<file path="src/design/assert_macros.svh">
// assertion macros shared by the speed controller modules
`ifndef ASSERT_MACROS_SVH
`define ASSERT_MACROS_SVH

// property checked on every clock edge outside reset
`define PSC_ASSERT(name, prop, msg) \
  name: assert property (@(posedge clk) disable iff (!rst_n) (prop)) else $error(msg);

// condition on one edge implies a condition on the next edge
`define PSC_ASSERT_NEXT(name, pre, post, msg) \
  name: assert property (@(posedge clk) disable iff (!rst_n) (pre) |=> (post)) else $error(msg);

`endif

</file>
<file path="src/design/psc_pkg.sv">
// shared types, widths and constants of the speed controller
package psc_pkg;

  localparam int CHANNELS   = 2;
  localparam int CH_W       = 1;
  localparam int SPEED_W    = 16;
  localparam int MS_W       = 16;
  localparam int TARGET_W   = 17;
  localparam int ERR_W      = 17;
  localparam int SUM_W      = 21;
  localparam int PREV_W     = 18;
  localparam int DERIV_W    = 18;
  localparam int GAIN_W     = 16;
  localparam int LIMIT_W    = 20;
  localparam int RATE_W     = 16;
  localparam int POWER_W    = 7;
  localparam int RAMP_FRAC  = 10;
  localparam int SP_W       = SPEED_W + RAMP_FRAC;
  localparam int STEP_W     = RATE_W + MS_W;
  localparam int SUM_SHIFT  = 16;
  localparam int CFG_IDX_W  = 3;
  localparam int CFG_DATA_W = 20;

  localparam int PROD_P_W = GAIN_W + 1 + ERR_W;
  localparam int PROD_I_W = GAIN_W + 1 + SUM_W;
  localparam int PROD_D_W = GAIN_W + 1 + DERIV_W;
  localparam int ACC_W    = PROD_I_W + 2;

  localparam logic [SPEED_W-1:0] TARGET_MAX = SPEED_W'(2100 * 16);
  localparam logic [POWER_W-1:0] POWER_MAX  = POWER_W'(127);

  typedef logic [CFG_IDX_W-1:0] cfg_idx_t;

  localparam cfg_idx_t REG_GAIN_P         = 3'd0;
  localparam cfg_idx_t REG_GAIN_I         = 3'd1;
  localparam cfg_idx_t REG_GAIN_D         = 3'd2;
  localparam cfg_idx_t REG_INTEGRAL_LIMIT = 3'd3;
  localparam cfg_idx_t REG_RAMP_RATE      = 3'd4;
  localparam cfg_idx_t REG_DEADBAND_POWER = 3'd5;
  localparam cfg_idx_t REG_DEADBAND_SPEED = 3'd6;
  localparam cfg_idx_t REG_OVERLOAD_LEVEL = 3'd7;

  typedef struct packed {
    logic [GAIN_W-1:0]  gain_p;
    logic [GAIN_W-1:0]  gain_i;
    logic [GAIN_W-1:0]  gain_d;
    logic [LIMIT_W-1:0] integral_limit;
    logic [RATE_W-1:0]  ramp_rate;
    logic [POWER_W-1:0] deadband_power;
    logic [SPEED_W-1:0] deadband_speed;
    logic [SPEED_W-1:0] overload_level;
  } cfg_t;

  localparam cfg_t CFG_RESET = '{
    gain_p:         GAIN_W'(2048),
    gain_i:         GAIN_W'(41),
    gain_d:         GAIN_W'(0),
    integral_limit: LIMIT_W'(480000),
    ramp_rate:      RATE_W'(19661),
    deadband_power: POWER_W'(30),
    deadband_speed: SPEED_W'(1920),
    overload_level: SPEED_W'(4800)
  };

  // error terms after the state update
  typedef struct packed {
    logic [CH_W-1:0]           channel;
    logic                      disabled;
    logic                      low_speed;
    logic                      over;
    logic signed [ERR_W-1:0]   err;
    logic signed [SUM_W-1:0]   err_sum;
    logic signed [DERIV_W-1:0] deriv;
  } upd_t;

  // weighted terms ready for the final sum
  typedef struct packed {
    logic [CH_W-1:0]            channel;
    logic                       disabled;
    logic                       low_speed;
    logic                       over;
    logic signed [ERR_W-1:0]    err;
    logic signed [PROD_P_W-1:0] prod_p;
    logic signed [PROD_I_W-1:0] prod_i;
    logic signed [PROD_D_W-1:0] prod_d;
  } prd_t;

endpackage

</file>
<file path="src/design/psc_mult.sv">
// gain multiplication stage of the speed controller
module psc_mult (
  input  logic          clk,
  input  logic          rst_n,
  input  psc_pkg::cfg_t cfg,
  input  logic          upd_valid,
  input  psc_pkg::upd_t upd,
  output logic          upd_take,
  output logic          prd_valid,
  output psc_pkg::prd_t prd,
  input  logic          prd_take
);

  logic          prd_valid_r;
  psc_pkg::prd_t prd_r;
  psc_pkg::prd_t prd_nxt;
  logic          load;

  assign load     = !prd_valid_r || prd_take;
  assign upd_take = load;

  always_comb begin
    prd_nxt.channel   = upd.channel;
    prd_nxt.disabled  = upd.disabled;
    prd_nxt.low_speed = upd.low_speed;
    prd_nxt.over      = upd.over;
    prd_nxt.err       = upd.err;
    prd_nxt.prod_p    = $signed({1'b0, cfg.gain_p}) * upd.err;
    prd_nxt.prod_i    = $signed({1'b0, cfg.gain_i}) * upd.err_sum;
    prd_nxt.prod_d    = $signed({1'b0, cfg.gain_d}) * upd.deriv;
  end

  always_ff @(posedge clk) begin
    if (!rst_n) begin
      prd_valid_r <= 1'b0;
    end else if (load) begin
      prd_valid_r <= upd_valid;
    end
  end

  always_ff @(posedge clk) begin
    if (load && upd_valid) begin
      prd_r <= prd_nxt;
    end
  end

  assign prd_valid = prd_valid_r;
  assign prd       = prd_r;

endmodule

</file>
<file path="config.mk">
export PLATFORM = sky130hd
export DESIGN_NAME = psc_mult
export DESIGN_NICKNAME = d
export VERILOG_FILES = /design/src/design/assert_macros.svh /design/src/design/psc_pkg.sv /design/src/design/psc_mult.sv
export SDC_FILE = /design/constraint.sdc
export NUM_CORES = 2
export LEC_CHECK = 0
export ABC_AREA = 1
export BUFFER_PORTS_ARGS = -buffer_cell sky130_fd_sc_hd__buf_2
export CORE_UTILIZATION = 55
export DETAILED_ROUTE_END_ITERATION = 8
export PLACE_DENSITY = 0.75
export SETUP_SLACK_MARGIN = 0.4
export SYNTH_ARGS = -nofsm -noshare
export SYNTH_HDL_FRONTEND = slang
export SYNTH_SLANG_ARGS = --single-unit
</file>
<file path="constraint.sdc">
create_clock -name clk -period 8.22 [get_ports clk]
set_input_delay 1.233 -clock clk [delete_from_list [all_inputs] [get_ports clk]]
set_output_delay 1.233 -clock clk [all_outputs]
set_load 0.02 [all_outputs]
</file>
# Word-level counts from Yosys, hierarchy flattened
# Index checks and enable logic that the tools add are counted.
# totals
out_inout_bits	130
regBits	129
# op_classes
multipliers	3
n_reduce_logical	3
# op_table
operator	n
$mul 17x21->38	1
$mul 17x18->35	1
$mul 17x17->34	1
$logic_and 1x1->1	1
$logic_not 1->1	1
$logic_or 1x1->1	1

# Depth between registers and ports, before layout
# logic_depth
ltp_word	3
mapped_depth	29
mapped_depth_nobuf	27

# Worst setup path after synthesis
# No wires, ideal clock.
# synth_path
path_type	input-to-reg
startpoint	in upd_valid
endpoint	reg prd_r (netlist bit prd[0]), enable pin
setup_slack_ns	0.128
t_required_ns	7.562
path_buffers	0
setup_time_ns	0.658
cell_stages	2
arrival_time_ns	7.434
cell_sequence	inv_1 > a21oi_1
# synth_between
elab_chain_len	1
# synth_lines
item	line_no	source
from (decl)	psc_mult.sv:6	input logic upd_valid,
$logic_and 1x1->1	psc_mult.sv:42	if (load && upd_valid) begin
to (signal assigned)	psc_mult.sv:43	prd_r <= prd_nxt;
to (decl)	psc_mult.sv:15	psc_pkg::prd_t prd_r;
# No other way between the ends.
# A chain may end at the register's enable or synchronous reset.

==> impl_results.rst <==
.. list-table::
   :header-rows: 1

   * - Metric
     - Value
   * - Number of antenna violations at the first check in global routing
     - 3
   * - Max H-tree Level
     - 4
   * - Worst Path Required
     - 8460 ps
   * - Via count of the first global-routing pass
     - 32420
   * - # hold bufs at CTS
     - 0
   * - R2R Path End
     - prd[95]
   * - Per-cell via count in the routed design
     - 5.107
   * - CTS sink count
     - 129
   * - Global-route wire length before repair
     - 164400 um
   * - DR DRC count
     - 0
   * - Yosys warning count
     - 0
   * - Worst Max-Slew Pin Slew
     - 873.7 ps
   * - Maximum number of pins on one net before global-route repair
     - 66
   * - Gp weighted congestion
     - 0.9468
   * - Maximum capacitance violations
     - 0
   * - Number of ports placed on the die boundary
     - 317
   * - Antenna diode count
     - 0
   * - Chip Height
     - 269.2 um
   * - Setup TNS
     - 0 ps
   * - GRT Resource Usage Total
     - 0.2867
   * - Final setup violation count
     - 0
   * - RSZ-0062 raised after global routing
     - no
   * - Predominant post-synthesis flop cell
     - sky130_fd_sc_hd__edfxtp_1
   * - Antenna viol nets, final
     - 0
   * - Cell accounting for the most synthesized area
     - sky130_fd_sc_hd__fa_1
   * - Final hold viol count
     - 0
   * - Number of synthesized flops with an enable pin
     - 128
   * - Syn_nets
     - 6264
   * - DR iter-0 viols
     - 2312
   * - Worst Setup EP
     - prd[72]
   * - CP Capture Type
     - register
   * - Post-CTS setup buffers
     - 0
   * - CP Class
     - in -> reg
   * - Final critical path time including I/O delays and setup
     - 6634 ps
   * - Share of post-route cells with drive strength above 1
     - 0.06824
   * - Post-synthesis instance area
     - 39260 um^2
   * - Count of vias placed by the detailed router
     - 30320
   * - Count of distinct cell types in the synthesized netlist
     - 34
   * - Reg-to-reg startpoint
     - prd_valid
   * - Max FO, Critical Path
     - 21
   * - Clock skew
     - 12.61 ps
   * - Register-to-register setup slack
     - 6240 ps
   * - Synthesized flop and latch total
     - 129
   * - Launching element of the worst setup path
     - cfg[93]
   * - Wire per inst
     - 16.41 um
   * - Post-route clock period utilization
     - 0.8070
   * - Buffer levels on the longest clock path
     - 2
   * - Nets@finish
     - 6320
   * - Cell chosen for the clock root
     - sky130_fd_sc_hd__clkbuf_16
   * - Core region area
     - 70270 um^2
   * - Data arrival, critical path
     - 6880 ps
   * - Dominant cells by area after synthesis
     - sky130_fd_sc_hd__fa_1 43%, sky130_fd_sc_hd__inv_1 15%, sky130_fd_sc_hd__nand2_1 12%
   * - Die outline area
     - 72440 um^2
   * - Share of flip-flops with an asynchronous set or reset after synthesis
     - 0
   * - Max-slew violation count
     - 0
   * - Cell count after synthesis
     - 4928
   * - Result of the run
     - finished clean
   * - Post_cts resized
     - 0
   * - Most numerous cell in the Yosys netlist
     - sky130_fd_sc_hd__inv_1
   * - Worst-path clk slew
     - 60 ps
   * - First-pass iteration count of the detailed router
     - 8
   * - Leading post-synthesis cells by instance count
     - 1569 x sky130_fd_sc_hd__inv_1, 1279 x sky130_fd_sc_hd__nand2_1, 837 x sky130_fd_sc_hd__fa_1
   * - Nature of the critical path startpoint
     - input port
   * - Number of CTS-inserted buffers
     - 17
   * - HPWL Detailed
     - 81360 um
   * - Share of Yosys cell area claimed by the top area cell type
     - 0.4269
   * - Max-Slew Margin vs Limit
     - 0.4176
   * - Min-delay worst type
     - reg -> reg
   * - Highest attainable clock frequency
     - 150.7 MHz
   * - Area added between synthesis and finish
     - 5.753%
   * - Sequential share of the synthesized area
     - 0.09843
   * - Clock latency at the later pin of the worst-skew pair
     - 510 ps
   * - Cell Rows
     - 97
   * - Clock tree from TritonCTS
     - built
   * - Die span in x
     - 269.2 um
   * - Length in cells of the worst reg-to-reg path
     - 2
   * - Number of buffers inserted by port buffering
     - 241
   * - Total length of routed wires
     - 97440 um
   * - Syn avg cell area
     - 7.966 um^2
   * - Initial core utilization
     - 0.5586
   * - Global route total overflow
     - 0
cells in the final DEF (no fill, tap or decap), drive strengths merged, types with 3 or more instances in the layout:
cell and instances:
or2 9, edfxtp 128, buf 244, ha 312, nor4 5, o21bai 8
fa 837, clkbuf 17, nor3 22, a21oi 105, nand3b 7, nand2 1302
bufinv 3, xor2 49, a21o 7, xnor2 9, inv 1579, o21ai 67
nor2 149, nand3 104, nand4 24
per-layer routing:
layer,wire length (um),share of wire,global-route usage
met5,39,0.00040,0
met4,3097,0.032,0.09414
met3,7466,0.077,0.04934
met2,47640,0.49,0.4881
met1,39200,0.40,0.3712
worst max-delay path, stage by stage:
cell and delay [ps]:
sky130_fd_sc_hd__buf_2 380, sky130_fd_sc_hd__nand2_1 230, sky130_fd_sc_hd__fa_1 800, sky130_fd_sc_hd__fa_1 450, sky130_fd_sc_hd__inv_1 380, sky130_fd_sc_hd__fa_1 540
sky130_fd_sc_hd__inv_1 140, sky130_fd_sc_hd__fa_1 460, sky130_fd_sc_hd__fa_1 490, sky130_fd_sc_hd__inv_1 50, sky130_fd_sc_hd__fa_1 440, sky130_fd_sc_hd__ha_1 410
sky130_fd_sc_hd__nand2_1 100, sky130_fd_sc_hd__nor2_1 160, sky130_fd_sc_hd__nand2_1 120, sky130_fd_sc_hd__nor2_1 190, sky130_fd_sc_hd__nand3_1 130, sky130_fd_sc_hd__nand3_1 100
sky130_fd_sc_hd__nand2_1 60
area by class of cell:
| class | count | area [um^2] |
|---|---|---|
| well taps | 940 | 1176 |
| repair buffers | 244 | 1229 |
| clock buffers | 17 | 425.4 |
| multi-input cells | 3021 | 28730 |
| inverters | 1571 | 5897 |
| fillers | 6227 | 28760 |
| flip-flops and latches | 129 | 3864 |
| clock inverters | 15 | 193.9 |
cells by family (layout without fill, tap and decap cells):
| logic type | after synthesis | count (layout) | synth area share |
|---|---|---|---|
| buf+inv | 1778 | 1847 | 0.1700 |
| simple gates | 1623 | 1623 | 0.1660 |
| fa+ha+maj | 1149 | 1149 | 0.5263 |
| compound gates | 191 | 191 | 0.02636 |
| flops | 129 | 129 | 0.09843 |
| xor+xnor | 58 | 58 | 0.01294 |
metrics by stage:
step	area, um^2	hold WS [ps]	utilization	worst slack, ps	std cells
2_1_floorplan	39260	742.3	-	1674	4928
3_3_place_gp	40890	530.0	0.5819	1155	5905
3_5_place_dp	40890	584.0	0.5819	1104	5905
4_1_cts	41510	595.4	0.5908	1609	5937
5_1_grt	41510	623.4	0.5908	1205	5937
6_report	41510	571.2	0.5908	1586	5937
sequential cells by signal (all words and copies together), names as in the netlist:
| signal | count |
|---|---|
| prd | 128 |
| prd_valid | 1 |
worst min-delay path by stage:
stage,slack [ps],end,cells past startpoint,start
2_1_floorplan,740,prd_valid,2,prd_valid
3_3_place_gp,530,prd_valid,2,prd_valid
3_5_place_dp,580,prd_valid,2,prd_valid
4_1_cts,600,prd_valid,2,prd_valid
5_1_grt,620,prd_valid,2,prd_valid
6_report,570,prd_valid,2,prd_valid
Power is left out: the tool's default activity adds up to more than one toggle a clock period on the data nets, which glitch-free logic cannot reach.
