--- config.mk ---
export PLATFORM = sky130hd
export DESIGN_NAME = psc_cfg
export DESIGN_NICKNAME = d
export VERILOG_FILES = /design/src/design/assert_macros.svh /design/src/design/psc_pkg.sv /design/src/design/psc_cfg.sv
export SDC_FILE = /design/constraint.sdc
export NUM_CORES = 1
export LEC_CHECK = 0
export BUFFER_PORTS_ARGS = -buffer_cell sky130_fd_sc_hd__buf_4
export CORE_MARGIN = 2
export CORE_UTILIZATION = 50
export CTS_CLUSTER_SIZE = 14
export DETAILED_ROUTE_END_ITERATION = 10
export PLACE_DENSITY = 0.79
export SLEW_MARGIN = 20
export SYNTH_ARGS = -nofsm -noshare
export SYNTH_HDL_FRONTEND = slang
export SYNTH_SLANG_ARGS = --single-unit
--- constraint.sdc ---
create_clock -name clk -period 1.45 [get_ports clk]
set_input_delay 0.145 -clock clk [delete_from_list [all_inputs] [get_ports clk]]
set_output_delay 0.145 -clock clk [all_outputs]
set_load 0.05 [all_outputs]
--- src/design/assert_macros.svh ---
// assertion macros shared by the speed controller modules
`ifndef ASSERT_MACROS_SVH
`define ASSERT_MACROS_SVH

// property checked on every clock edge outside reset
`define PSC_ASSERT(name, prop, msg) \
  name: assert property (@(posedge clk) disable iff (!rst_n) (prop)) else $error(msg);

// condition on one edge implies a condition on the next edge
`define PSC_ASSERT_NEXT(name, pre, post, msg) \
  name: assert property (@(posedge clk) disable iff (!rst_n) (pre) |=> (post)) else $error(msg);

`endif

--- src/design/psc_pkg.sv ---
// shared types, widths and constants of the speed controller
package psc_pkg;

  localparam int CHANNELS   = 2;
  localparam int CH_W       = 1;
  localparam int SPEED_W    = 16;
  localparam int MS_W       = 16;
  localparam int TARGET_W   = 17;
  localparam int ERR_W      = 17;
  localparam int SUM_W      = 21;
  localparam int PREV_W     = 18;
  localparam int DERIV_W    = 18;
  localparam int GAIN_W     = 16;
  localparam int LIMIT_W    = 20;
  localparam int RATE_W     = 16;
  localparam int POWER_W    = 7;
  localparam int RAMP_FRAC  = 10;
  localparam int SP_W       = SPEED_W + RAMP_FRAC;
  localparam int STEP_W     = RATE_W + MS_W;
  localparam int SUM_SHIFT  = 16;
  localparam int CFG_IDX_W  = 3;
  localparam int CFG_DATA_W = 20;

  localparam int PROD_P_W = GAIN_W + 1 + ERR_W;
  localparam int PROD_I_W = GAIN_W + 1 + SUM_W;
  localparam int PROD_D_W = GAIN_W + 1 + DERIV_W;
  localparam int ACC_W    = PROD_I_W + 2;

  localparam logic [SPEED_W-1:0] TARGET_MAX = SPEED_W'(2100 * 16);
  localparam logic [POWER_W-1:0] POWER_MAX  = POWER_W'(127);

  typedef logic [CFG_IDX_W-1:0] cfg_idx_t;

  localparam cfg_idx_t REG_GAIN_P         = 3'd0;
  localparam cfg_idx_t REG_GAIN_I         = 3'd1;
  localparam cfg_idx_t REG_GAIN_D         = 3'd2;
  localparam cfg_idx_t REG_INTEGRAL_LIMIT = 3'd3;
  localparam cfg_idx_t REG_RAMP_RATE      = 3'd4;
  localparam cfg_idx_t REG_DEADBAND_POWER = 3'd5;
  localparam cfg_idx_t REG_DEADBAND_SPEED = 3'd6;
  localparam cfg_idx_t REG_OVERLOAD_LEVEL = 3'd7;

  typedef struct packed {
    logic [GAIN_W-1:0]  gain_p;
    logic [GAIN_W-1:0]  gain_i;
    logic [GAIN_W-1:0]  gain_d;
    logic [LIMIT_W-1:0] integral_limit;
    logic [RATE_W-1:0]  ramp_rate;
    logic [POWER_W-1:0] deadband_power;
    logic [SPEED_W-1:0] deadband_speed;
    logic [SPEED_W-1:0] overload_level;
  } cfg_t;

  localparam cfg_t CFG_RESET = '{
    gain_p:         GAIN_W'(2048),
    gain_i:         GAIN_W'(41),
    gain_d:         GAIN_W'(0),
    integral_limit: LIMIT_W'(480000),
    ramp_rate:      RATE_W'(19661),
    deadband_power: POWER_W'(30),
    deadband_speed: SPEED_W'(1920),
    overload_level: SPEED_W'(4800)
  };

  // error terms after the state update
  typedef struct packed {
    logic [CH_W-1:0]           channel;
    logic                      disabled;
    logic                      low_speed;
    logic                      over;
    logic signed [ERR_W-1:0]   err;
    logic signed [SUM_W-1:0]   err_sum;
    logic signed [DERIV_W-1:0] deriv;
  } upd_t;

  // weighted terms ready for the final sum
  typedef struct packed {
    logic [CH_W-1:0]            channel;
    logic                       disabled;
    logic                       low_speed;
    logic                       over;
    logic signed [ERR_W-1:0]    err;
    logic signed [PROD_P_W-1:0] prod_p;
    logic signed [PROD_I_W-1:0] prod_i;
    logic signed [PROD_D_W-1:0] prod_d;
  } prd_t;

endpackage

--- src/design/psc_cfg.sv ---
// configuration register file of the speed controller
module psc_cfg (
  input  logic                            clk,
  input  logic                            rst_n,
  input  logic                            cfg_wr_en,
  input  logic [psc_pkg::CFG_IDX_W-1:0]   cfg_index,
  input  logic [psc_pkg::CFG_DATA_W-1:0]  cfg_data,
  output psc_pkg::cfg_t                   cfg
);

  psc_pkg::cfg_t cfg_r;
  psc_pkg::cfg_t cfg_nxt;

  always_comb begin
    cfg_nxt = cfg_r;
    if (cfg_wr_en) begin
      case (cfg_index)
        psc_pkg::REG_GAIN_P: begin
          cfg_nxt.gain_p = cfg_data[psc_pkg::GAIN_W-1:0];
        end
        psc_pkg::REG_GAIN_I: begin
          cfg_nxt.gain_i = cfg_data[psc_pkg::GAIN_W-1:0];
        end
        psc_pkg::REG_GAIN_D: begin
          cfg_nxt.gain_d = cfg_data[psc_pkg::GAIN_W-1:0];
        end
        psc_pkg::REG_INTEGRAL_LIMIT: begin
          cfg_nxt.integral_limit = cfg_data[psc_pkg::LIMIT_W-1:0];
        end
        psc_pkg::REG_RAMP_RATE: begin
          cfg_nxt.ramp_rate = cfg_data[psc_pkg::RATE_W-1:0];
        end
        psc_pkg::REG_DEADBAND_POWER: begin
          cfg_nxt.deadband_power = cfg_data[psc_pkg::POWER_W-1:0];
        end
        psc_pkg::REG_DEADBAND_SPEED: begin
          cfg_nxt.deadband_speed = cfg_data[psc_pkg::SPEED_W-1:0];
        end
        psc_pkg::REG_OVERLOAD_LEVEL: begin
          cfg_nxt.overload_level = cfg_data[psc_pkg::SPEED_W-1:0];
        end
        default: begin
        end
      endcase
    end
  end

  always_ff @(posedge clk) begin
    if (!rst_n) begin
      cfg_r <= psc_pkg::CFG_RESET;
    end else begin
      cfg_r <= cfg_nxt;
    end
  end

  assign cfg = cfg_r;

endmodule

Word-level counts from Yosys, hierarchy flattened --
Index checks and enable logic that the tools add are counted. W data, S select, Z words.
Word-level totals: bits in registers 123, input bits 26, output and inout bits 123, logic and storage cells 24
Cells by class: eq/ne operators 7, reduce and logical (&&, ||, !) cells 9
Operators by type and width (count):
- $reduce_and A2 Y1 | 8
- $eq A3 B3 Y1 const B | 4
- $eq A3 B2 Y1 const B | 2
- $eq A3 B1 Y1 const B | 1
- $logic_not A3 Y1 | 1

Longest topological paths before layout --
depth after elaboration 2, mapped depth 5

Worst setup path before layout --
No wires, ideal clock.
path kind input-to-reg, start point input cfg_wr_en, end point register cfg_r, in the netlist cfg[122], arrival 1.119 ns, required time 1.326 ns, path slack 0.207 ns, stages 5, path buffers 3, path through buf_4 -> or4b_1 -> buf_6 -> buf_6 -> mux2i_1
Between the ends: cells in the longest elaborated chain, start to end 1
RTL lines:
- start, declared | RTL line psc_cfg.sv:5 | input logic cfg_wr_en,
- $reduce_and A2 Y1 (no line)
- end signal, assigned | RTL line psc_cfg.sv:50 | cfg_r <= psc_pkg::CFG_RESET;
- end signal, assigned | RTL line psc_cfg.sv:52 | cfg_r <= cfg_nxt;
- end, declared | RTL line psc_cfg.sv:11 | psc_pkg::cfg_t cfg_r;
Every way passes these cells. A chain may end at the register's enable or synchronous reset.

Worst setup path after layout --
start point register cfg_r, in the netlist cfg[38], end point output cfg[38] (netlist name)
RTL lines:
- end, declared | RTL line psc_cfg.sv:8 | output psc_pkg::cfg_t cfg
No word-level cell between the ends.

==> summary.md <==
| Metric | Value |
|---|---|
| R2R depth | `2` |
| CP Max Fanout | `2` |
| Post-synth EDFFs | `0` |
| First-pass iteration count of the detailed router | `6` |
| CP Cell Sequence | `buf_4` |
| Post-CTS sizing | `0` |
| Setup CP Type | `reg -> out` |
| Power Density | `1280 nW/um^2` |
| Yosys top cell area share | `a little over half` |
| Worst slew pin tran | `~0.43 ns` |
| Total CTS buffers | `17` |
| R2r startpoint | `cfg[4]$_SDFFE_PN0P_` |
| Critical path's top delay family | `flip-flops` |
| Via/cell ratio | `5.15` |
| Via Count | `about 3800` |
| Drt wl/cell | `about 17 microns` |
| Final GP Congestion | `~0.85` |
| Worst setup EP type | `output port` |
| Clock sinks | `123` |
| Layout Skew | `0 ns` |
| # port buffers | `about 150` |
| Post-DP HPWL | `8500 microns` |
| Worst R2R Setup Slack | `~0.78 ns` |
| Yosys cell types | `15` |
| Max reg flops | `123` |
| Worst r2r dst | `cfg[4]$_SDFFE_PN0P_` |
| Synth cell count leaders | `dfxtp_1 (123), mux2i_1 (123), nand2_1 (109)` |
| Final setup violation count | `0` |
| Final critical-path required period | `1.24 ns` |
| Hold Crit Start | `rst_n` |
| Area Overhead vs Synth | `45.1%` |
| Worst EP arrival | `roughly 1.1 ns` |
| Leading area contributor after synthesis | `dfxtp_1` |
| Seq cells post-synth | `around 120` |
| Hold Crit Depth | `3` |
| Unrepaired setup endpoints after global routing | `no` |
| IO Pins | `149` |
| Critical path's largest stage delay | `~0.38 ns` |
| Total gr overflow | `0` |
| Synth Net Count | `between 400 and 500` |
| Top post-synthesis cells by area | `dfxtp_1 (53%), mux2i_1 (26%), nand2_1 (8.7%), nor2b_1 (6.4%), buf_2 (1.3%)` |
| CTS tree | `done` |
| Post-Route WL | `roughly 12000 microns` |
| CTS clk-pin slew, worst paths | `0.05 ns` |
| Crit path buf inv count | `1` |
| Yosys warns | `0` |
| Worst Path Required | `1.31 ns` |
| Final ANT Viol Nets | `0` |
| Leakage | `around 3.4 nW` |
| Drt drc | `0` |
| Cell at the slowest stage of the critical path | `dfxtp_1` |
| Antenna cells | `0` |
| Avg Cell Area, Syn | `10.4 sq um` |
| Status | `finished clean` |
| Nets | `between 600 and 700` |
| GRT Overall Usage | `24.8%` |
| Final period util | `a little under nine tenths` |
| Cell area after synthesis | `4680 sq um` |
| Post-CTS setup buffer count | `0` |
| Hold endpoint | `cfg[10]$_SDFFE_PN0P_` |
| Hold crit path type | `in -> reg` |
| Max Cap Viol | `0` |
| Vias in the first global route | `3938` |
| Die Area | `roughly 10000 sq um` |
| Ys flop type | `dfxtp_1` |
| Fill cell count | `just over 600` |
| TNS Setup | `0 ns` |
| Final hold violations | `0` |
| Worst Setup Start Kind | `flip-flop` |
| Fmax | `around 810 MHz` |
| Clock latency on the worst-skew pair | `around 0.50 ns` |
| Rows | `35` |
| Sequential area share after synthesis | `a little over half` |
| Async SR Flop Fraction | `0%` |
| Die Y | `~100 microns` |
| CTS max path bufs | `2` |
| Post-cts hold buffer count | `18` |
| Die W | `101 microns` |
| Initial antenna violation count | `0` |
| Largest net degree at the start of global routing | `42` |
| Tot Pwr | `8.72 mW` |
| Final Max Slew Viols | `0` |
| CTS H-tree lvls | `4` |
| VDD IR max | `roughly 0.80 mV` |
| Initial Utilization | `between 50% and 60%` |
| DRT iter0 DRCs | `76` |
| First-pass GRT wire length | `about 19000 microns` |
| CORE AREA | `9150 sq um` |
| Slew headroom | `71.2%` |
| Clock Tree Root | `clkbuf_8` |
| Cell count after synthesis | `about 450` |
| Layout cells sized above 1 | `between 30 and 40%` |
[how the worst max path moves through the flow]
stage                               startpoint                     to  slack [ns]  cells past startpoint
final                     cfg[38]$_SDFFE_PN0P_                cfg[38]        0.21                      1
after global routing      cfg[55]$_SDFFE_PN0P_                cfg[55]        0.17                      1
after floorplan                      cfg_wr_en  cfg[122]$_SDFFE_PN0P_        0.21                      5
after detailed placement          cfg_index[1]  cfg[107]$_SDFFE_PN0P_        0.12                      4
after global placement            cfg_index[1]  cfg[120]$_SDFFE_PN0P_        0.13                      4
after CTS                 cfg[55]$_SDFFE_PN0P_                cfg[55]        0.20                      1
[layout by cell type (no fill, tap or decap), drive strengths merged]
cell type	synthesis	layout
buf	19	167
clkinvlp	0	1
nor4bb	2	2
nand2	109	109
bufinv	0	4
dlygate4sd3	0	18
mux2i	123	123
nand4b	3	3
nand4bb	2	2
and4b	2	2
or4b	1	1
clkbuf	15	23
dfxtp	123	123
nor2b	48	48
clkinv	0	2
nand4	1	1
[power by group]
group	total [mW]	switching, mW	leakage [nW]	internal [mW]
registers	3.50	0.0452	0.997	3.46
clock network	4.37	1.42	0.300	2.95
logic	0.851	0.535	2.09	0.316
total	8.72	2.00	3.38	6.72
[kinds of logic (layout without fill, tap and decap cells)]
kind of cell           Yosys count  after routing  share of synthesized area (%)
buffers and inverters           34            215                           3.53
DFF                            123            123                           52.6
muxes                          123            123                           26.3
and+or+nand+nor                168            168                           17.5
[metrics by stage]
step / worst slack [ns] / area, sq um / hold WS [ns] / util [%] / std cells
floorplan: 0.207 / 4680 / 0.287 / - / 448
global placement: 0.133 / 6000 / 0.400 / 65.5 / 692
detailed placement: 0.122 / 6000 / 0.407 / 65.5 / 692
CTS: 0.199 / 6790 / 0.0329 / 74.2 / 740
global route: 0.172 / 6790 / 0.0492 / 74.2 / 740
finish: 0.211 / 6790 / 0.0512 / 74.2 / 740
[worst reg2reg max path, delay by kind of cell, from the launching register on]
kind / cells / cell delay (ns)
and+or+nand+nor: 1 / 0.07
DFF: 1 / 0.35
muxes: 1 / 0.17
[metal layers]
metal / global-route usage [%] / wire length (microns)
met1: 29.3 / 5150
met2: 42.1 / 6120
met3: 7.91 / 930
met4: 9.17 / 138
met5: 0 / 0
[cell type report]
type	instances	area [sq um]	area share (%)
Sequential cell	123	2460	36.3
Multi-Input combinational cell	291	2070	30.4
Timing Repair Buffer	185	1510	22.2
Clock buffer	23	477	7.02
Tap cell	111	139	2.04
Clock inverter	7	138	2.03
Note: power is estimated with default switching activity, not from simulation.
