==> src/design/assert_macros.svh <==
// assertion macros shared by the speed controller modules
`ifndef ASSERT_MACROS_SVH
`define ASSERT_MACROS_SVH

// property checked on every clock edge outside reset
`define PSC_ASSERT(name, prop, msg) \
  name: assert property (@(posedge clk) disable iff (!rst_n) (prop)) else $error(msg);

// condition on one edge implies a condition on the next edge
`define PSC_ASSERT_NEXT(name, pre, post, msg) \
  name: assert property (@(posedge clk) disable iff (!rst_n) (pre) |=> (post)) else $error(msg);

`endif

==> src/design/psc_pkg.sv <==
// shared types, widths and constants of the speed controller
package psc_pkg;

  localparam int CHANNELS   = 2;
  localparam int CH_W       = 1;
  localparam int SPEED_W    = 16;
  localparam int MS_W       = 16;
  localparam int TARGET_W   = 17;
  localparam int ERR_W      = 17;
  localparam int SUM_W      = 21;
  localparam int PREV_W     = 18;
  localparam int DERIV_W    = 18;
  localparam int GAIN_W     = 16;
  localparam int LIMIT_W    = 20;
  localparam int RATE_W     = 16;
  localparam int POWER_W    = 7;
  localparam int RAMP_FRAC  = 10;
  localparam int SP_W       = SPEED_W + RAMP_FRAC;
  localparam int STEP_W     = RATE_W + MS_W;
  localparam int SUM_SHIFT  = 16;
  localparam int CFG_IDX_W  = 3;
  localparam int CFG_DATA_W = 20;

  localparam int PROD_P_W = GAIN_W + 1 + ERR_W;
  localparam int PROD_I_W = GAIN_W + 1 + SUM_W;
  localparam int PROD_D_W = GAIN_W + 1 + DERIV_W;
  localparam int ACC_W    = PROD_I_W + 2;

  localparam logic [SPEED_W-1:0] TARGET_MAX = SPEED_W'(2100 * 16);
  localparam logic [POWER_W-1:0] POWER_MAX  = POWER_W'(127);

  typedef logic [CFG_IDX_W-1:0] cfg_idx_t;

  localparam cfg_idx_t REG_GAIN_P         = 3'd0;
  localparam cfg_idx_t REG_GAIN_I         = 3'd1;
  localparam cfg_idx_t REG_GAIN_D         = 3'd2;
  localparam cfg_idx_t REG_INTEGRAL_LIMIT = 3'd3;
  localparam cfg_idx_t REG_RAMP_RATE      = 3'd4;
  localparam cfg_idx_t REG_DEADBAND_POWER = 3'd5;
  localparam cfg_idx_t REG_DEADBAND_SPEED = 3'd6;
  localparam cfg_idx_t REG_OVERLOAD_LEVEL = 3'd7;

  typedef struct packed {
    logic [GAIN_W-1:0]  gain_p;
    logic [GAIN_W-1:0]  gain_i;
    logic [GAIN_W-1:0]  gain_d;
    logic [LIMIT_W-1:0] integral_limit;
    logic [RATE_W-1:0]  ramp_rate;
    logic [POWER_W-1:0] deadband_power;
    logic [SPEED_W-1:0] deadband_speed;
    logic [SPEED_W-1:0] overload_level;
  } cfg_t;

  localparam cfg_t CFG_RESET = '{
    gain_p:         GAIN_W'(2048),
    gain_i:         GAIN_W'(41),
    gain_d:         GAIN_W'(0),
    integral_limit: LIMIT_W'(480000),
    ramp_rate:      RATE_W'(19661),
    deadband_power: POWER_W'(30),
    deadband_speed: SPEED_W'(1920),
    overload_level: SPEED_W'(4800)
  };

  // error terms after the state update
  typedef struct packed {
    logic [CH_W-1:0]           channel;
    logic                      disabled;
    logic                      low_speed;
    logic                      over;
    logic signed [ERR_W-1:0]   err;
    logic signed [SUM_W-1:0]   err_sum;
    logic signed [DERIV_W-1:0] deriv;
  } upd_t;

  // weighted terms ready for the final sum
  typedef struct packed {
    logic [CH_W-1:0]            channel;
    logic                       disabled;
    logic                       low_speed;
    logic                       over;
    logic signed [ERR_W-1:0]    err;
    logic signed [PROD_P_W-1:0] prod_p;
    logic signed [PROD_I_W-1:0] prod_i;
    logic signed [PROD_D_W-1:0] prod_d;
  } prd_t;

endpackage

==> src/design/psc_update.sv <==
// input register, per-channel ramp and error state, error terms register
`include "assert_macros.svh"

module psc_update (
  input  logic                                clk,
  input  logic                                rst_n,
  input  psc_pkg::cfg_t                       cfg,
  input  logic                                in_valid,
  output logic                                in_stall,
  input  logic [psc_pkg::CH_W-1:0]            in_channel,
  input  logic                                in_enable,
  input  logic signed [psc_pkg::TARGET_W-1:0] in_target_speed,
  input  logic [psc_pkg::SPEED_W-1:0]         in_measured_speed,
  input  logic [psc_pkg::MS_W-1:0]            in_elapsed_ms,
  output logic                                upd_valid,
  output psc_pkg::upd_t                       upd,
  input  logic                                upd_take
);

  localparam int SUM_X_W = psc_pkg::SUM_W + 1;
  localparam int OVR_W   = psc_pkg::ERR_W + 2;

  // input word register
  logic                                s1_valid_r;
  logic [psc_pkg::CH_W-1:0]            s1_ch_r;
  logic                                s1_en_r;
  logic signed [psc_pkg::TARGET_W-1:0] s1_tgt_r;
  logic [psc_pkg::SPEED_W-1:0]         s1_meas_r;
  logic [psc_pkg::STEP_W-1:0]          s1_step_r;
  logic [psc_pkg::STEP_W-1:0]          step_nxt;

  // error terms register
  logic          upd_valid_r;
  psc_pkg::upd_t upd_r;
  psc_pkg::upd_t upd_nxt;

  // per-channel state
  logic [psc_pkg::SP_W-1:0]          sp_r   [psc_pkg::CHANNELS];
  logic signed [psc_pkg::SUM_W-1:0]  esum_r [psc_pkg::CHANNELS];
  logic signed [psc_pkg::PREV_W-1:0] prev_r [psc_pkg::CHANNELS];
  logic [psc_pkg::SP_W-1:0]          sp_nxt;
  logic signed [psc_pkg::SUM_W-1:0]  esum_nxt;
  logic signed [psc_pkg::PREV_W-1:0] prev_nxt;

  logic                              s1_load;
  logic                              s2_load;
  logic                              ch_ok;
  logic                              run;
  logic                              st_wr;
  logic [psc_pkg::SPEED_W-1:0]       tgt_clamp;
  logic [psc_pkg::SP_W-1:0]          tgt_fx;
  logic [psc_pkg::SP_W-1:0]          sp_cur;
  logic [psc_pkg::STEP_W:0]          sp_sum;
  logic [psc_pkg::SPEED_W-1:0]       sp_int;
  logic signed [psc_pkg::ERR_W:0]    err_full;
  logic signed [psc_pkg::ERR_W-1:0]  err;
  logic signed [psc_pkg::PREV_W-1:0] err_x;
  logic signed [SUM_X_W-1:0]         esum_raw;
  logic signed [SUM_X_W-1:0]         lim_pos;
  logic signed [SUM_X_W-1:0]         lim_neg;
  logic signed [SUM_X_W-1:0]         esum_clamp;
  logic signed [psc_pkg::DERIV_W-1:0] deriv;
  logic signed [OVR_W-1:0]           ovr_sum;

  assign s2_load  = !upd_valid_r || upd_take;
  assign s1_load  = !s1_valid_r || s2_load;
  assign in_stall = !s1_load;
  assign step_nxt = cfg.ramp_rate * in_elapsed_ms;

  always_comb begin
    ch_ok = ((psc_pkg::CH_W + 1)'(s1_ch_r) < (psc_pkg::CH_W + 1)'(psc_pkg::CHANNELS));
    run   = ch_ok && s1_en_r;

    // negative targets go to zero, large ones to full speed
    if (s1_tgt_r[psc_pkg::TARGET_W-1]) begin
      tgt_clamp = '0;
    end else if (s1_tgt_r[psc_pkg::SPEED_W-1:0] > psc_pkg::TARGET_MAX) begin
      tgt_clamp = psc_pkg::TARGET_MAX;
    end else begin
      tgt_clamp = s1_tgt_r[psc_pkg::SPEED_W-1:0];
    end
    tgt_fx = {tgt_clamp, {psc_pkg::RAMP_FRAC{1'b0}}};

    sp_cur = sp_r[s1_ch_r];
    sp_sum = (psc_pkg::STEP_W + 1)'(sp_cur) + (psc_pkg::STEP_W + 1)'(s1_step_r);

    // setpoint snaps down at once, rises at most to the target
    if (tgt_fx <= sp_cur) begin
      sp_nxt = tgt_fx;
    end else if (sp_sum > (psc_pkg::STEP_W + 1)'(tgt_fx)) begin
      sp_nxt = tgt_fx;
    end else begin
      sp_nxt = sp_sum[psc_pkg::SP_W-1:0];
    end

    sp_int   = sp_nxt[psc_pkg::SP_W-1:psc_pkg::RAMP_FRAC];
    err_full = $signed({2'b00, s1_meas_r}) - $signed({2'b00, sp_int});
    err      = err_full[psc_pkg::ERR_W-1:0];
    err_x    = psc_pkg::PREV_W'(err);

    esum_raw = SUM_X_W'(esum_r[s1_ch_r]) + SUM_X_W'(err);
    lim_pos  = $signed({{(SUM_X_W - psc_pkg::LIMIT_W){1'b0}}, cfg.integral_limit});
    lim_neg  = -lim_pos;
    if (esum_raw > lim_pos) begin
      esum_clamp = lim_pos;
    end else if (esum_raw < lim_neg) begin
      esum_clamp = lim_neg;
    end else begin
      esum_clamp = esum_raw;
    end
    if (cfg.gain_i == '0) begin
      esum_nxt = '0;
    end else begin
      esum_nxt = esum_clamp[psc_pkg::SUM_W-1:0];
    end

    if (cfg.gain_d == '0) begin
      deriv    = '0;
      prev_nxt = prev_r[s1_ch_r];
    end else begin
      deriv    = psc_pkg::DERIV_W'(err_x - prev_r[s1_ch_r]);
      prev_nxt = err_x;
    end

    // overload when err + level <= 0
    ovr_sum = OVR_W'(err) + $signed({2'b00, cfg.overload_level});

    upd_nxt.channel = s1_ch_r;
    if (run) begin
      upd_nxt.disabled  = 1'b0;
      upd_nxt.low_speed = (s1_meas_r < cfg.deadband_speed);
      upd_nxt.over      = (ovr_sum <= 0);
      upd_nxt.err       = err;
      upd_nxt.err_sum   = esum_nxt;
      upd_nxt.deriv     = deriv;
    end else begin
      upd_nxt.disabled  = 1'b1;
      upd_nxt.low_speed = 1'b0;
      upd_nxt.over      = 1'b0;
      upd_nxt.err       = '0;
      upd_nxt.err_sum   = '0;
      upd_nxt.deriv     = '0;
    end

    st_wr = s2_load && s1_valid_r && ch_ok;
  end

  always_ff @(posedge clk) begin
    if (!rst_n) begin
      s1_valid_r  <= 1'b0;
      upd_valid_r <= 1'b0;
      for (int c = 0; c < psc_pkg::CHANNELS; c++) begin
        sp_r[c]   <= '0;
        esum_r[c] <= '0;
        prev_r[c] <= '0;
      end
    end else begin
      if (s1_load) begin
        s1_valid_r <= in_valid;
      end
      if (s2_load) begin
        upd_valid_r <= s1_valid_r;
      end
      if (st_wr) begin
        if (s1_en_r) begin
          sp_r[s1_ch_r]   <= sp_nxt;
          esum_r[s1_ch_r] <= esum_nxt;
          prev_r[s1_ch_r] <= prev_nxt;
        end else begin
          esum_r[s1_ch_r] <= '0;
          prev_r[s1_ch_r] <= '0;
        end
      end
    end
  end

  always_ff @(posedge clk) begin
    if (s1_load && in_valid) begin
      s1_ch_r   <= in_channel;
      s1_en_r   <= in_enable;
      s1_tgt_r  <= in_target_speed;
      s1_meas_r <= in_measured_speed;
      s1_step_r <= step_nxt;
    end
    if (s2_load && s1_valid_r) begin
      upd_r <= upd_nxt;
    end
  end

  assign upd_valid = upd_valid_r;
  assign upd       = upd_r;

  `PSC_ASSERT(a_dis_clear, upd_valid_r && upd_r.disabled |-> upd_r.err == '0 && !upd_r.over, "disabled word carries error terms")
  `PSC_ASSERT_NEXT(a_isum_zero, s2_load && s1_valid_r && cfg.gain_i == '0, upd_r.err_sum == '0, "integral not cleared with zero gain")
  `PSC_ASSERT_NEXT(a_hold, upd_valid_r && !upd_take, upd_valid_r && $stable(upd_r), "error terms lost while held")

endmodule

==> config.mk <==
export PLATFORM = sky130hd
export DESIGN_NAME = psc_update
export DESIGN_NICKNAME = d
export VERILOG_FILES = /design/src/design/psc_pkg.sv /design/src/design/psc_update.sv
export VERILOG_INCLUDE_DIRS = /design/src /design/src/design
export SDC_FILE = /design/constraint.sdc
export NUM_CORES = 1
export LEC_CHECK = 0
export ABC_AREA = 1
export BUFFER_PORTS_ARGS = -buffer_cell sky130_fd_sc_hd__buf_2
export CORE_MARGIN = 2
export CORE_UTILIZATION = 50
export DETAILED_ROUTE_END_ITERATION = 7
export GPL_ROUTABILITY_DRIVEN = 0
export GPL_TIMING_DRIVEN = 0
export PLACE_DENSITY_LB_ADDON = 0.12
export SYNTH_ARGS = -nofsm -noshare
export SYNTH_HDL_FRONTEND = slang
export SYNTH_SLANG_ARGS = --single-unit
==> constraint.sdc <==
create_clock -name clk -period 12.9 [get_ports clk]
set_input_delay 0.645 -clock clk [delete_from_list [all_inputs] [get_ports clk]]
set_output_delay 0.645 -clock clk [all_outputs]
set_load 0.03 [all_outputs]
# Word level (Yosys, flattened, before mapping)

Memories as Yosys holds them, arrays and structs flattened. A register that Yosys moved wholly into a read port is not among the register bits.
Index checks and enable logic that the tools add are counted.

Bitwise operators: 3
Magnitude comparators: 7
Reductions and logical operators: 13
Multiplexer cells: 33
Add/subtract/negate cells: 6
Multipliers: 1

Operators with widths:

| cell                 | count |
|---|---|
| $mux 21              | 5 |
| $mux 26              | 3 |
| $mux 18              | 4 |
| $mux 59              | 1 |
| $add 26x32->33       | 1 |
| $gt 33x26->1         | 1 |
| $logic_not 16->1     | 2 |
| $mul 16x16->32       | 1 |
| $mux 16              | 2 |
| $le 26x26->1         | 1 |
| $reduce_or 26->1     | 1 |
| $add 21x17->22       | 1 |
| $gt 22x21->1         | 1 |
| $lt 22x22->1         | 1 |
| $neg 20->22          | 1 |
| $reduce_or 21->1     | 1 |
| $add 17x17->18       | 1 |
| $le 18x1->1 const B  | 1 |
| $mux 1               | 18 |
| $reduce_or 18->1     | 1 |
| $sub 17x18->18       | 1 |
| $sub 16x16->17       | 1 |
| $gt 16x16->1 const B | 1 |
| $lt 16x16->1         | 1 |
| other kinds (6)      | 11 |

Register bits: 129
Output and inout port bits: 62
Input bits: 178
Memory bits (writable): 130
Memories: 3

Memories:

| memory | words | bits a word | rd ports | clocked after Yosys merged registers in | wr ports | line             | text |
|---|---|---|---|---|---|---|---|
| sp_r   | 2     | 26          | 1        | 1                                       | 2        | psc_update.sv:38 | `logic [psc_pkg::SP_W-1:0] sp_r [psc_pkg::CHANNELS];` |
| esum_r | 2     | 21          | 1        | 1                                       | 2        | psc_update.sv:39 | `logic signed [psc_pkg::SUM_W-1:0] esum_r [psc_pkg::CHANNELS];` |
| prev_r | 2     | 18          | 1        | 1                                       | 2        | psc_update.sv:40 | `logic signed [psc_pkg::PREV_W-1:0] prev_r [psc_pkg::CHANNELS];` |

# Depth between registers and ports, before layout

Gate-level depths: netlist (run 1).

Depth after elaboration: 14
Depth in mapped cells: 77
Gate-level depth less buffers: 74

# Worst setup path before layout (run 1)

Ideal clock, no wire load.

Kind: flip-flop to flip-flop
Start: reg with a tool-made name
End: reg upd_r, in the netlist upd[36] (data pin)
Data required time: 12.634 ns
Cell stages (with the launch flop): 74
Data arrival time: 8.778 ns
Clock period less this slack: 9.044 ns
Setup slack: 3.856 ns
Library setup time: 0.266 ns
Cells stage by stage: dfxtp_1 -> buf_4 -> buf_2 -> mux2i_1 -> inv_1 -> ha_1 -> inv_1 -> fa_1 -> o21ai_2 -> nand4_1 -> nand2_1 -> a21oi_2 -> o21bai_1 -> a21boi_1 -> o21ai_0 -> a21oi_1 -> xor2_1 -> inv_1 -> (+38 left out) -> nand2_1 -> nand2_1 -> nand3_1 -> nand2_1 -> nand2_1 -> nand3_1 -> nand3_1 -> clkinv_1 -> nand2_1 -> nand2_1 -> nand2_2 -> nand2_4 -> nand2_4 -> buf_8 -> nand2_1 -> nand3_1 -> nand2_2 -> nor2_1

RTL lines:

| what                   | line              | text |
|---|---|---|
| end signal: assignment | psc_update.sv:186 | `upd_r <= upd_nxt;` |
| end: declaration       | psc_update.sv:34  | `psc_pkg::upd_t upd_r;` |

==> impl_metrics.toml, run 1 <==
[status]
status = "complete, no violations"

[worst_setup_path]
ff2ff_path_depth = 72
critical_path_class = "flop to flop"
critPathCaptureType = "flop"
max_stage_delay_ns = 0.74
start_kind = "flop"
cp_max_fo = 10
timing.rr.end = "upd[30]"
r2r_slack_ns = 0.82
required_ns = 13.18
cp_slowest_cell = "xor2_1"
cp.arrival_ns = 12.36
path_common_cell = "nand2_1"

[final_layout]
layout_commonest_cell = "nand2_1"
post-route-util_pct = 56.0
final_cell_mix = "nand2_1, inv_1, ha_1"
regArea_um2 = 7780
area_growth_pct = 10.3
fin_cells = 4145
drive_gt1_share_pct = 10.3
multi_input_comb_area_um2 = 16200
final_nets = 4100
n_antenna_cell = 0
postLayoutCellArea_um2 = 29500
fillers = 4924

[drt]
via_per_inst = 5.33
drtIter0Drc = 1265
routed_wl_um = 72400
wl_per_cell_um = 17.5
antenna_left = 0
drc_errors = 0
vias = 22100
first_pass_iters = 8

[synthesis]
synth-async-reset-ratio_pct = 0
synth_edf_count = 257
ys_types = 65
yosys_register_bits = 260
synth_ff_type = "edfxtp_1"
syn_inst = 3221
ys_warn_count = 0
yosysSeqAreaShare_pct = 29.1
mappedNetlistNets = 3884
post_synth.cell_area_avg_um2 = 8.31
syn_area_um2 = 26800

[cts]
h-tree-depth = 1
clk_pin_slew_ns = 0.06
ctsHoldBuffers = 0
clock_latency_ns = 0.57
clock_tree.root_cell = "clkbuf_16"
cts_tree = "built"
cts.sinks = 260
cts_inserted_buffers = 28
clockBufferDepth = 3

[floorplanning]
rows = 84
die-area_um2 = 55400
dieHeight_um = 235
die_x_um = 235
core_um2 = 52800
io_pins = 240
initial_core_util_pct = 50.7

[flow_run]
maxCapViolations = 0

[hold_path]
hold_path.class = "input pin to flop"
worstHoldPathCells = 1
hold_start = "in_measured_speed[1]"
hold_end = "s1_meas_r[1]"

[power_and_ir_drop]
p_comb_share_pct = 67.7
p_total_mw = 6.35
peakVddDrop_mv = 0.235
power.density_nw_per_um2 = 215
p_switching_mw = 3.06
p_leak_nw = 14.8
seqPwrFrac_pct = 19.5
p_clk_share_pct = 12.7
p_int_mw = 3.29
switching_share_pct = 48.2

[sta]
layout_setup_ws_ns = 0.819
fmax_mhz = 82.8
worst_slew_pin_slew_ns = 1.20
setup_viol = 0
final.min_clock_period_ns = 12.08
grt_setup_unrepaired = "false"
fin_setup_tns_ns = 0
finalCritPeriodShare_pct = 93.7
hold_viol = 0
fin_skew_ns = 0.0286
whs_ns = 0.250
slew_headroom_pct = 19.6
maxSlewViolCount = 0

[global_route]
grt_util_all_layers_pct = 25.9
grt_pass1_wl_um = 115000
grt_max_degree = 69
grt_pass1_vias = 22500
antenna_found_initial = 0
grt_overflow_total = 0

[place]
post-place-ws_ns = 0.560
postPlaceCellArea_um2 = 28600
dp_cells = 4095
dp_hpwl_um = 60300
portBuffers = 183
## power groups by stage
stage	Clock, mW	Sequential (mW)	Combinational [mW]
detailed placement	0	1.26	4.26
CTS	0.822	1.24	4.30
floorplan	0	1.28	3.22
finish	0.810	1.24	4.30
global route	0.849	1.25	4.88
global placement	0	1.26	4.14
## per-layer routing
metal	track usage (%)	vias up	wire, um
met4	11.8	0	3460
li1	-	10800	-
met1	31.2	10500	29500
met3	2.11	168	3380
met5	0	-	0
met2	47.1	625	36100
## cells in the mapped netlist, types with 15 or more instances
| master | count | area (um^2) |
|---|---|---|
| a21oi_1 | 167 | 836 |
| clkbuf_1 | 92 | 345 |
| edfxtp_1 | 257 | 7720 |
| fa_1 | 199 | 3980 |
| ha_1 | 286 | 3580 |
| inv_1 | 596 | 2240 |
| mux2i_1 | 20 | 200 |
| nand2_1 | 691 | 2590 |
| nand2_2 | 37 | 231 |
| nand3_1 | 104 | 521 |
| nand4_1 | 53 | 332 |
| nor2_1 | 272 | 1020 |
| nor2_2 | 15 | 93.8 |
| nor3_1 | 27 | 135 |
| o211ai_1 | 20 | 150 |
| o21ai_0 | 93 | 465 |
| or2_2 | 22 | 138 |
| xnor2_1 | 37 | 324 |
| xor2_1 | 72 | 631 |
## logic make-up after synthesis
group,count (synthesis),synth area share [%]
adder cells (fa/ha/maj),485,28.2
XOR/XNOR,109,3.57
AND/OR/NAND/NOR,1259,20.1
multiplexers,20,0.748
flip-flops,260,29.1
buffers and inverters,722,10.4
AO/OA/AOI/OAI,366,7.97
## how the worst max path moves through the flow
stage | from | end | slack (ns)
after detailed placement | flop | upd[30] | 0.56
final | flop | upd[30] | 0.82
after global routing | flop | upd[30] | 0.003
after CTS | flop | upd[30] | 0.50
after floorplan | flop | upd[36] | 3.86
after global placement | flop | upd[30] | 0.58
## state kept, by name, summed over array words and instances, names as in the netlist, named ones only
| signal | flops |
|---|---|
| esum_r | 42 |
| prev_r | 36 |
| run | 1 |
| s1_ch_r | 1 |
| s1_meas_r | 16 |
| s1_step_r | 32 |
| s1_tgt_r | 17 |
| s1_valid_r | 1 |
| sp_r | 52 |
| upd | 60 |
| upd_valid | 1 |
## what timing repair did
action | 4_1_cts | 5_1_grt
setup endpoints to repair | 0 | 63
gates resized for setup | 0 | 3
setup buffers | 0 | 0
## final cells by class
type | count | area share, %
Tap cell | 688 | 2.92
Inverter | 608 | 7.74
Clock buffer | 32 | 2.50
Buffer | 114 | 1.67
Sequential cell | 260 | 26.3
Clock inverter | 18 | 0.585
Timing Repair Buffer | 186 | 3.31
Multi-Input combinational cell | 2239 | 54.9
## worst max-delay path, delay by kind of cell (launching register included)
family | cells | cell delay [ns]
XOR/XNOR | 3 | 1.23
flip-flops | 1 | 0.41
adder cells (fa/ha/maj) | 7 | 2.20
buffers and inverters | 11 | 1.52
AND/OR/NAND/NOR | 40 | 4.42
multiplexers | 1 | 0.15
AO/OA/AOI/OAI | 10 | 1.85
No activity file was read; power rests on OpenSTA's default activity.
==> inputs of run 2 (changes only) <==
RECOVER_POWER = 100   (was not set)
==> impl_metrics.toml, run 2 (same netlist as run 1, synthesis figures left out) <==
[global_route]
grt_pass1_wl_um = 115000
grt_pass1_vias = 22500
grt_util_all_layers_pct = 25.9
antenna_found_initial = 0
grt_max_degree = 69
grt_overflow_total = 0

[cts]
postCtsSetupBuffers = 0
cts_resized = 0
ctsHoldBuffers = 0
cts_tree = "built"
clock_tree.root_cell = "clkbuf_16"
cts_inserted_buffers = 28
clockBufferDepth = 3
clk_pin_slew_ns = 0.06
h-tree-depth = 1
clock_latency_ns = 0.57
cts.sinks = 260

[status]
status = "finished, violations left"
violations = "capacitance limit, slew limit"

[sta]
grt_setup_unrepaired = "false"
hold_viol = 0
slew_headroom_pct = -103
final.min_clock_period_ns = 12.09
setup_viol = 0
maxSlewViolCount = 158
layout_setup_ws_ns = 0.812
worst_slew_pin_slew_ns = 3.03
fin_setup_tns_ns = 0
fin_skew_ns = 0.0298
fmax_mhz = 82.7
whs_ns = 0.249
finalCritPeriodShare_pct = 93.7

[final_layout]
layout_commonest_cell = "nand2_1"
final_cell_mix = "nand2_1, inv_1, ha_1"
largest_reg_flops = 60
drive_gt1_share_pct = 7.72
n_antenna_cell = 0
area_growth_pct = 9.56
final_nets = 4100
fillers = 4981

[drt]
vias = 22100
drc_errors = 0
routed_wl_um = 72400
wl_per_cell_um = 17.5
antenna_left = 0
drtIter0Drc = 1341
first_pass_iters = 6
via_per_inst = 5.34

[place]
dp_hpwl_um = 60300
post-place-ws_ns = 0.560
portBuffers = 183

[worst_setup_path]
start_kind = "flop"
critical_path_class = "flop to flop"
required_ns = 13.16
cp.arrival_ns = 12.35
cp_slowest_cell = "xor2_1"
path_common_cell = "nand2_1"
r2r_slack_ns = 0.81
max_stage_delay_ns = 0.76
cp_max_fo = 10
critPathCaptureType = "flop"

[floorplanning]
rows = 84
die-area_um2 = 55400
core_um2 = 52800
dieHeight_um = 235
die_x_um = 235
initial_core_util_pct = 50.7
io_pins = 240

[hold_path]
hold_path.class = "input pin to flop"

[power_and_ir_drop]
p_leak_nw = 14.6
peakVddDrop_mv = 0.240
power.density_nw_per_um2 = 216

[flow_run]
maxCapViolations = 4
run 2: cell count changes in the layout (fill, tap and decap cells not counted), moves of 2 or more:
cell / before / now
nand2_1: 689 / 707
buf_2: 192 / 129
a21boi_0: 2 / 4
clkbuf_1: 94 / 161
o21ai_1: 11 / 4
inv_1: 594 / 596
o21ai_0: 93 / 100
inv_2: 9 / 7
buf_12: 3 / 0
nand2_2: 39 / 21
a21boi_1: 3 / 1
run 2: area by class of cell:
class | count | area [um^2] | share of cell area [%]
Sequential cell | 260 | 7780 | 26.5
Tap cell | 688 | 861 | 2.94
Inverter | 608 | 2280 | 7.79
Multi-Input combinational cell | 2239 | 16200 | 55.1
Clock buffer | 32 | 737 | 2.51
Buffer | 114 | 479 | 1.63
Timing Repair Buffer | 186 | 848 | 2.89
Clock inverter | 18 | 173 | 0.589
run 2: power by group:
part	internal, mW	switching, mW
registers	1.20	0.0443
clock network	0.468	0.343
logic	1.61	2.67
total	3.27	3.06
run 2: worst paths after layout:
path,from,to,cells past startpoint
worst max-delay path,flop,upd[38],71
worst min-delay path,in_measured_speed[1],s1_meas_r[1],1
worst max register to register,flop,upd[38],71
worst min register to register,s1_valid_r,upd_valid,2
run 2: through the flow:
step           cell area [um^2]  total power [mW]  cells  util (%)
4_1_cts                   29500              6.36   4145      56.0
3_5_place_dp              28600              5.52   4095      54.2
3_3_place_gp              28500              5.40   4092      54.1
2_1_floorplan             26800              4.50   3221         -
5_1_grt                   29300              6.95   4145      55.6
6_report                  29300              6.33   4145      55.6
run 2: critical path: cells and delay by family (launching register included):
family	cells	cell delay [ns]
xor gates and xnor gates	3	1.35
adders and majority gates	7	2.19
buffers and inverters	11	1.53
muxes	1	0.15
DFF	1	0.41
AOI/OAI and AO/OA	11	1.93
and+or+nand+nor	38	4.24
run 2: metal layers:
layer | vias up | track usage [%] | routed length, um
li1 | 10800 | - | -
met2 | 695 | 47.1 | 36000
met3 | 168 | 2.11 | 3750
met5 | - | 0 | 0
met1 | 10500 | 31.2 | 29100
met4 | 0 | 11.8 | 3580
